**src/design/brf_pkg.sv**
```systemverilog
package brf_pkg;

    localparam int DEPTH_DEF     = 1024;
    localparam int MAX_BURST_DEF = 64;

    localparam int RING_W   = 11;
    localparam int OP_W     = 3;
    localparam int CNT_W    = 7;
    localparam int STAT_W   = 2;
    localparam int STORED_W = 10;

    localparam logic [OP_W-1:0] OP_WRITE = 3'd0;
    localparam logic [OP_W-1:0] OP_READ  = 3'd1;
    localparam logic [OP_W-1:0] OP_PEEK  = 3'd2;
    localparam logic [OP_W-1:0] OP_ERASE = 3'd3;
    localparam logic [OP_W-1:0] OP_CLEAR = 3'd4;

    localparam logic [STAT_W-1:0] STS_OK    = 2'd0;
    localparam logic [STAT_W-1:0] STS_FULL  = 2'd1;
    localparam logic [STAT_W-1:0] STS_EMPTY = 2'd2;

    // one result word
    typedef struct packed {
        logic [7:0]          data;
        logic                byte_valid;
        logic                last;
        logic [STAT_W-1:0]   status;
        logic [STORED_W-1:0] stored;
        logic [CNT_W-1:0]    moved;
    } res_t;

endpackage

```
**src/design/brf_ctrl.sv**
```systemverilog
module brf_ctrl
    import brf_pkg::*;
#(
    parameter int DEPTH     = DEPTH_DEF,
    parameter int MAX_BURST = MAX_BURST_DEF,
    parameter int PW        = $clog2(DEPTH)
) (
    input  logic              aclk,
    input  logic              aresetn,
    input  logic              cfg_valid,
    output logic              cfg_ready,
    input  logic [RING_W-1:0] cfg_ring_size,
    input  logic              in_valid,
    output logic              in_ready,
    input  logic [OP_W-1:0]   op,
    input  logic [7:0]        din,
    input  logic [CNT_W-1:0]  cnt,
    input  logic              out_free,
    output logic              res_load,
    output res_t              res,
    output logic              ram_we,
    output logic [PW-1:0]     ram_waddr,
    output logic [7:0]        ram_wdata,
    output logic              ram_re,
    output logic [PW-1:0]     ram_raddr,
    input  logic [7:0]        ram_rdata
);

    localparam int SW = PW + 1;
    localparam int CW = (SW > RING_W) ? SW : RING_W;
    localparam int AW = (SW > CNT_W) ? SW : CNT_W;

    typedef enum logic [1:0] {
        ST_IDLE = 2'b01,
        ST_READ = 2'b10
    } state_t;

    state_t              state_reg, state_next;
    logic [SW-1:0]       s_reg, s_next;
    logic [PW-1:0]       rp_reg, rp_next;
    logic [PW-1:0]       wp_reg, wp_next;
    logic [PW-1:0]       p_reg, p_next;
    logic [CNT_W-1:0]    left_reg, left_next;
    logic [CNT_W-1:0]    moved_reg, moved_next;
    logic [STORED_W-1:0] after_reg, after_next;

    logic                accept, cfg_acc, full;
    logic [SW-1:0]       rp_x, wp_x, fill, n_s;
    logic [CNT_W-1:0]    cnt_sat, n7;
    logic [AW-1:0]       fill_a, cnt_a, n_a;
    logic [SW:0]         adv_sum;
    logic [PW-1:0]       rp_adv;
    logic [CW-1:0]       rs_w, rs_clamp;

    function automatic logic [PW-1:0] wrap_inc(input logic [PW-1:0] p,
                                               input logic [SW-1:0] s);
        logic [SW-1:0] t;
        t = {1'b0, p} + SW'(1);
        return (t == s) ? '0 : t[PW-1:0];
    endfunction

    function automatic logic [STORED_W-1:0] to_stored(input logic [SW-1:0] v);
        logic [31:0] w;
        w = 32'(v);
        return w[STORED_W-1:0];
    endfunction

    assign rp_x = {1'b0, rp_reg};
    assign wp_x = {1'b0, wp_reg};
    // pointers always stay below the ring size
    assign fill = (wp_x >= rp_x) ? (wp_x - rp_x) : (wp_x + s_reg - rp_x);
    assign full = (fill == s_reg - SW'(1));

    assign cnt_sat = (cnt > CNT_W'(MAX_BURST)) ? CNT_W'(MAX_BURST) : cnt;
    assign fill_a  = AW'(fill);
    assign cnt_a   = AW'(cnt_sat);
    assign n_a     = (cnt_a < fill_a) ? cnt_a : fill_a;
    assign n7      = n_a[CNT_W-1:0];
    assign n_s     = n_a[SW-1:0];

    // n < s, so one conditional subtract wraps
    assign adv_sum = {1'b0, rp_x} + {1'b0, n_s};
    always_comb begin
        logic [SW:0] t;
        t = (adv_sum >= {1'b0, s_reg}) ? (adv_sum - {1'b0, s_reg}) : adv_sum;
        rp_adv = t[PW-1:0];
    end

    assign rs_w     = CW'(cfg_ring_size);
    assign rs_clamp = (rs_w < CW'(2)) ? CW'(2) :
                      ((rs_w > CW'(DEPTH)) ? CW'(DEPTH) : rs_w);

    assign cfg_ready = (state_reg == ST_IDLE);
    assign cfg_acc   = cfg_valid && cfg_ready;
    assign in_ready  = (state_reg == ST_IDLE) && out_free && !cfg_valid;
    assign accept    = in_valid && in_ready;

    assign ram_waddr = wp_reg;
    assign ram_wdata = din;

    always_comb begin
        state_next = state_reg;
        s_next     = s_reg;
        rp_next    = rp_reg;
        wp_next    = wp_reg;
        p_next     = p_reg;
        left_next  = left_reg;
        moved_next = moved_reg;
        after_next = after_reg;
        res_load   = 1'b0;
        res        = '0;
        res.last   = 1'b1;
        res.status = STS_OK;
        res.stored = to_stored(fill);
        ram_we     = 1'b0;
        ram_re     = 1'b0;
        ram_raddr  = rp_reg;

        case (state_reg)
            ST_IDLE: begin
                if (cfg_acc) begin
                    s_next  = rs_clamp[SW-1:0];
                    rp_next = '0;
                    wp_next = '0;
                end else if (accept) begin
                    case (op)
                        OP_WRITE: begin
                            res_load = 1'b1;
                            if (full) begin
                                res.status = STS_FULL;
                            end else begin
                                ram_we     = 1'b1;
                                wp_next    = wrap_inc(wp_reg, s_reg);
                                res.stored = to_stored(fill + SW'(1));
                                res.moved  = CNT_W'(1);
                            end
                        end
                        OP_READ, OP_PEEK: begin
                            if (n7 == '0) begin
                                res_load   = 1'b1;
                                res.status = (fill == '0) ? STS_EMPTY : STS_OK;
                            end else begin
                                ram_re     = 1'b1;
                                p_next     = wrap_inc(rp_reg, s_reg);
                                left_next  = n7;
                                moved_next = n7;
                                state_next = ST_READ;
                                if (op == OP_READ) begin
                                    rp_next    = rp_adv;
                                    after_next = to_stored(fill - n_s);
                                end else begin
                                    after_next = to_stored(fill);
                                end
                            end
                        end
                        OP_ERASE: begin
                            res_load   = 1'b1;
                            rp_next    = rp_adv;
                            res.stored = to_stored(fill - n_s);
                            res.moved  = n7;
                        end
                        OP_CLEAR: begin
                            res_load   = 1'b1;
                            rp_next    = '0;
                            wp_next    = '0;
                            res.stored = '0;
                        end
                        default: begin
                            res_load = 1'b1;
                        end
                    endcase
                end
            end
            ST_READ: begin
                // ram_rdata holds the current byte until the word is taken
                if (out_free) begin
                    res_load       = 1'b1;
                    res.data       = ram_rdata;
                    res.byte_valid = 1'b1;
                    res.last       = (left_reg == CNT_W'(1));
                    res.stored     = after_reg;
                    res.moved      = moved_reg;
                    if (left_reg > CNT_W'(1)) begin
                        ram_re    = 1'b1;
                        ram_raddr = p_reg;
                        p_next    = wrap_inc(p_reg, s_reg);
                        left_next = left_reg - CNT_W'(1);
                    end else begin
                        left_next  = '0;
                        state_next = ST_IDLE;
                    end
                end
            end
            default: begin
                state_next = ST_IDLE;
            end
        endcase
    end

    always_ff @(posedge aclk) begin
        if (!aresetn) begin
            state_reg <= ST_IDLE;
            s_reg     <= SW'(DEPTH);
            rp_reg    <= '0;
            wp_reg    <= '0;
            left_reg  <= '0;
        end else begin
            state_reg <= state_next;
            s_reg     <= s_next;
            rp_reg    <= rp_next;
            wp_reg    <= wp_next;
            left_reg  <= left_next;
        end
    end

    always_ff @(posedge aclk) begin
        p_reg     <= p_next;
        moved_reg <= moved_next;
        after_reg <= after_next;
    end

    a_no_rw_overlap: assert property (@(posedge aclk) disable iff (!aresetn)
        !(ram_we && ram_re))
        else $error("ram read and write in the same cycle");

    a_load_needs_room: assert property (@(posedge aclk) disable iff (!aresetn)
        res_load |-> out_free)
        else $error("result loaded into a full output stage");

    a_burst_nonzero: assert property (@(posedge aclk) disable iff (!aresetn)
        (state_reg == ST_READ) |-> (left_reg != '0))
        else $error("burst running with no bytes left");

    a_cfg_empties: assert property (@(posedge aclk) disable iff (!aresetn)
        cfg_acc |=> (rp_reg == '0) && (wp_reg == '0))
        else $error("ring size write did not empty the fifo");

    a_ptr_range: assert property (@(posedge aclk) disable iff (!aresetn)
        (rp_x < s_reg) && (wp_x < s_reg))
        else $error("pointer outside the ring");

endmodule

```
**config.mk**
```make
export PLATFORM = sky130hd
export DESIGN_NAME = brf_ctrl
export DESIGN_NICKNAME = d
export VERILOG_FILES = /design/src/design/brf_pkg.sv /design/src/design/brf_ctrl.sv
export SDC_FILE = /design/constraint.sdc
export NUM_CORES = 1
export LEC_CHECK = 0
export BUFFER_PORTS_ARGS = -buffer_cell sky130_fd_sc_hd__buf_2
export CORE_ASPECT_RATIO = 2
export CORE_MARGIN = 1.5
export CORE_UTILIZATION = 55
export CTS_BUF_LIST = sky130_fd_sc_hd__clkbuf_4 sky130_fd_sc_hd__clkbuf_8 sky130_fd_sc_hd__clkbuf_16
export CTS_CLUSTER_DIAMETER = 40
export DETAILED_ROUTE_END_ITERATION = 10
export HOLD_SLACK_MARGIN = 0.06
export PLACE_DENSITY = 0.79
export SYNTH_ARGS = -nofsm -noshare
export SYNTH_HDL_FRONTEND = slang
export SYNTH_SLANG_ARGS = --single-unit
```
**constraint.sdc**
```tcl
create_clock -name aclk -period 8.05 [get_ports aclk]
set_input_delay 0.4025 -clock aclk [delete_from_list [all_inputs] [get_ports aclk]]
set_output_delay 0.4025 -clock aclk [all_outputs]
set_load 0.02 [all_outputs]
```
==> results.ini <==
[logic_synthesis]
synth_top_family_by_area=compound AO/OA/AOI/OAI gates
synthMuxAreaShare_pct=5.601
synth_seq_cells=67
synth_compound_area_share_pct=22.32
async_flop_share_pct=0
yosys_warnings=0
synth-simple-area-share_pct=21.67
synthFlopType=dfxtp_1
netlist-cell-type-count=90
synth-adder-area-share_pct=13.13
postSynthAreaPerCell_sq_um=7.905
synth_edf_count=27
syn_area_sq_mm=0.008332
postSynthCellCount=1054
yosys.area_share.xor_xnor_pct=10.99
seq_area_frac_synth_pct=19.34

[floorplan]
rows=63
die-area_sq_mm=0.01594
die_h_um=177.1
die_w_um=90.03
ios=104
core_area_sq_mm=0.01482
initial_core_util_pct=56.22

[pwr]
powerDensity_mw_per_mm2=143.6
vdd_drop_max_mv=0.1175
p_leak_nw=4.097
finalPower_mw=1.359

[global_route]
grt_pass1_wl_um=48940
antenna_found_initial=0
grt_pass1_vias=8874
grt_max_degree=24
grt.overflow.total=0
grtUsageTotal_pct=41.05

[clocking]
htreeDepth=3
post-cts-setup-buffer-count=0
cts_sinks=67
clkLatencyLatePin_ns=0.36
clkTransAtPathRegs_ns=0.06
clock-root-buffer=clkbuf_16
cts_buffers=9
clockBufferDepth=2
cts_tree=yes

[finish]
finalInstanceArea_sq_mm=0.009467
antenna_cells=0
final_common_cell=buf_2
area_growth_pct=13.62
multi_input_area_sq_mm=0.006192
mostFrequentLayoutCells=buf_2 (88), inv_1 (87), nand2_1 (84), xnor2_1 (83), nor2_1 (73)
nNetsFinal=1258
largest_register_ffs=11
fillers=1393
drive_gt1_share_pct=16.90
ff_latch_area_sq_mm=0.001614
stdcell_count=1337

[timing]
clock_skew_ns=0.007643
finalSetupTns_ns=0
fin_crit_sh_pct=96.67
worst_pin_slew_ns=1.285
fin_crit_ns=7.782
setup_viol_count_final=0
slew_headroom_pct=13.93
finalHoldViolations=0
maxSlewViolCount=0
fmax_mhz=128.5

[outcome]
outcome=completed

[worst_setup_path]
cp.required_ns=7.65
r2r_cells=32
critical_path.slowest_cell=dfxtp_1
critPathTopFamily=compound AO/OA/AOI/OAI gates
crit_path_end_kind=output pin
start_kind=flip-flop
reg2reg_from=rp_reg[2]
crit_buf_inv=5
slowest_delay_ns=0.47
reg2reg_setup_slack_ns=0.45
crit_type=flip-flop to output pin
cp_max_fo=9
r2r-end=rp_reg[9]
worstPathArrival_ns=7.38

[placement]
dp_cells=1319
place_hpwl_um=24910
gp_congestion=1.106
place_area_sq_mm=0.009021
numPortBuffers=87

[detailed_routing]
ant_nets=0
wl_um=32230
drt_iter0_markers=713
routed-via-count=8847
drt_first_pass_iters=5
wire_per_inst_um=24.11
via_per_inst=6.617
drc_errors=0

[worst_hold_path]
min_path_type=primary input to flip-flop
min_path_cells=3
hold_end=s_reg[7]
hold_start=cfg_ring_size[7]

[job]
cap_violations=0

report_power, final:
part / total, mW / internal (mW) / switching, mW
logic: 0.448 / 0.177 / 0.271
registers: 0.367 / 0.360 / 0.00759
clock network: 0.543 / 0.375 / 0.169
per-stage QoR:
step / hold slack (ns) / setup WS, ns / utilization [%]
after floorplan: 0.4991 / 0.4553 / -
after global placement: 0.5258 / 0.4553 / 60.87
after detailed placement: 0.5375 / 0.2264 / 60.87
after CTS: 0.3090 / 0.1785 / 63.56
after global routing: 0.3155 / -0.06210 / 63.88
final: 0.3079 / 0.2684 / 63.88
repair_timing:
item,in CTS,in global routing
hold buffers,0,0
gates resized for setup,0,10
endpoints found under the setup margin,0,12
logic make-up (layout without fill, tap and decap cells):
family | after synthesis | count (layout)
adders and majority gates | 79 | 79
other | 1 | 3
AOI/OAI and AO/OA | 267 | 267
xor gates and xnor gates | 103 | 103
DFF | 67 | 67
muxes | 41 | 41
buffers and inverters | 141 | 226
and+or+nand+nor | 355 | 356
final cells by class:
| cell class | instances | area share, % |
|---|---|---|
| multi-input cells | 849 | 65.41 |
| flip-flops and latches | 67 | 17.05 |
| repair buffers | 120 | 7.190 |
| inverters | 90 | 3.569 |
| well taps | 195 | 2.577 |
| clock buffers | 10 | 2.524 |
| clock inverters | 6 | 1.679 |
Yosys cell counts (17+ instances only):
library cell,number,share of area [%]
nor3_1,41,2.5
a21oi_1,51,3.1
mux2_2,20,2.7
nor2b_1,17,1.3
ha_1,65,9.8
inv_1,87,3.9
nand3_1,38,2.3
dfxtp_1,40,9.6
and3_1,25,1.9
xor2_1,19,2.0
clkbuf_1,36,1.6
nand2_1,84,3.8
nor2_1,73,3.3
o21ai_0,35,2.1
edfxtp_1,27,9.7
xnor2_1,83,8.7
o22ai_1,24,1.8
layer usage:
metal	vias up	global-route usage [%]	wire length (um)
met1	4083	35.33	9911
li1	3973	-	-
met3	263	11.30	2418
met2	528	69.85	15380
met4	0	49.14	4518
met5	-	0	0
worst max path at each step:
| stage | depth (start not counted) | slack (ns) | from | to |
|---|---|---|---|---|
| 2_1_floorplan | 39 | 0.46 | s_reg[0] | rp_reg[0] |
| 3_3_place_gp | 34 | 0.46 | rp_reg[0] | rp_reg[1] |
| 3_5_place_dp | 33 | 0.23 | ram_waddr[3] | rp_reg[1] |
| 4_1_cts | 30 | 0.18 | ram_waddr[3] | res[16] |
| 5_1_grt | 29 | -0.06 | rp_reg[2] | res[16] |
| 6_report | 29 | 0.27 | rp_reg[2] | res[16] |
worst register-to-register path, delay by kind of cell, from the launching register on:
kind / cells / cell delay [ns]
AO/OA/AOI/OAI: 12 / 2.42
adder cells (fa/ha/maj): 5 / 1.72
AND/OR/NAND/NOR: 8 / 1.24
multiplexers: 3 / 0.97
flip-flops: 1 / 0.47
buffers and inverters: 2 / 0.36
XOR/XNOR: 2 / 0.29
Note: power is estimated with default switching activity, not from simulation.
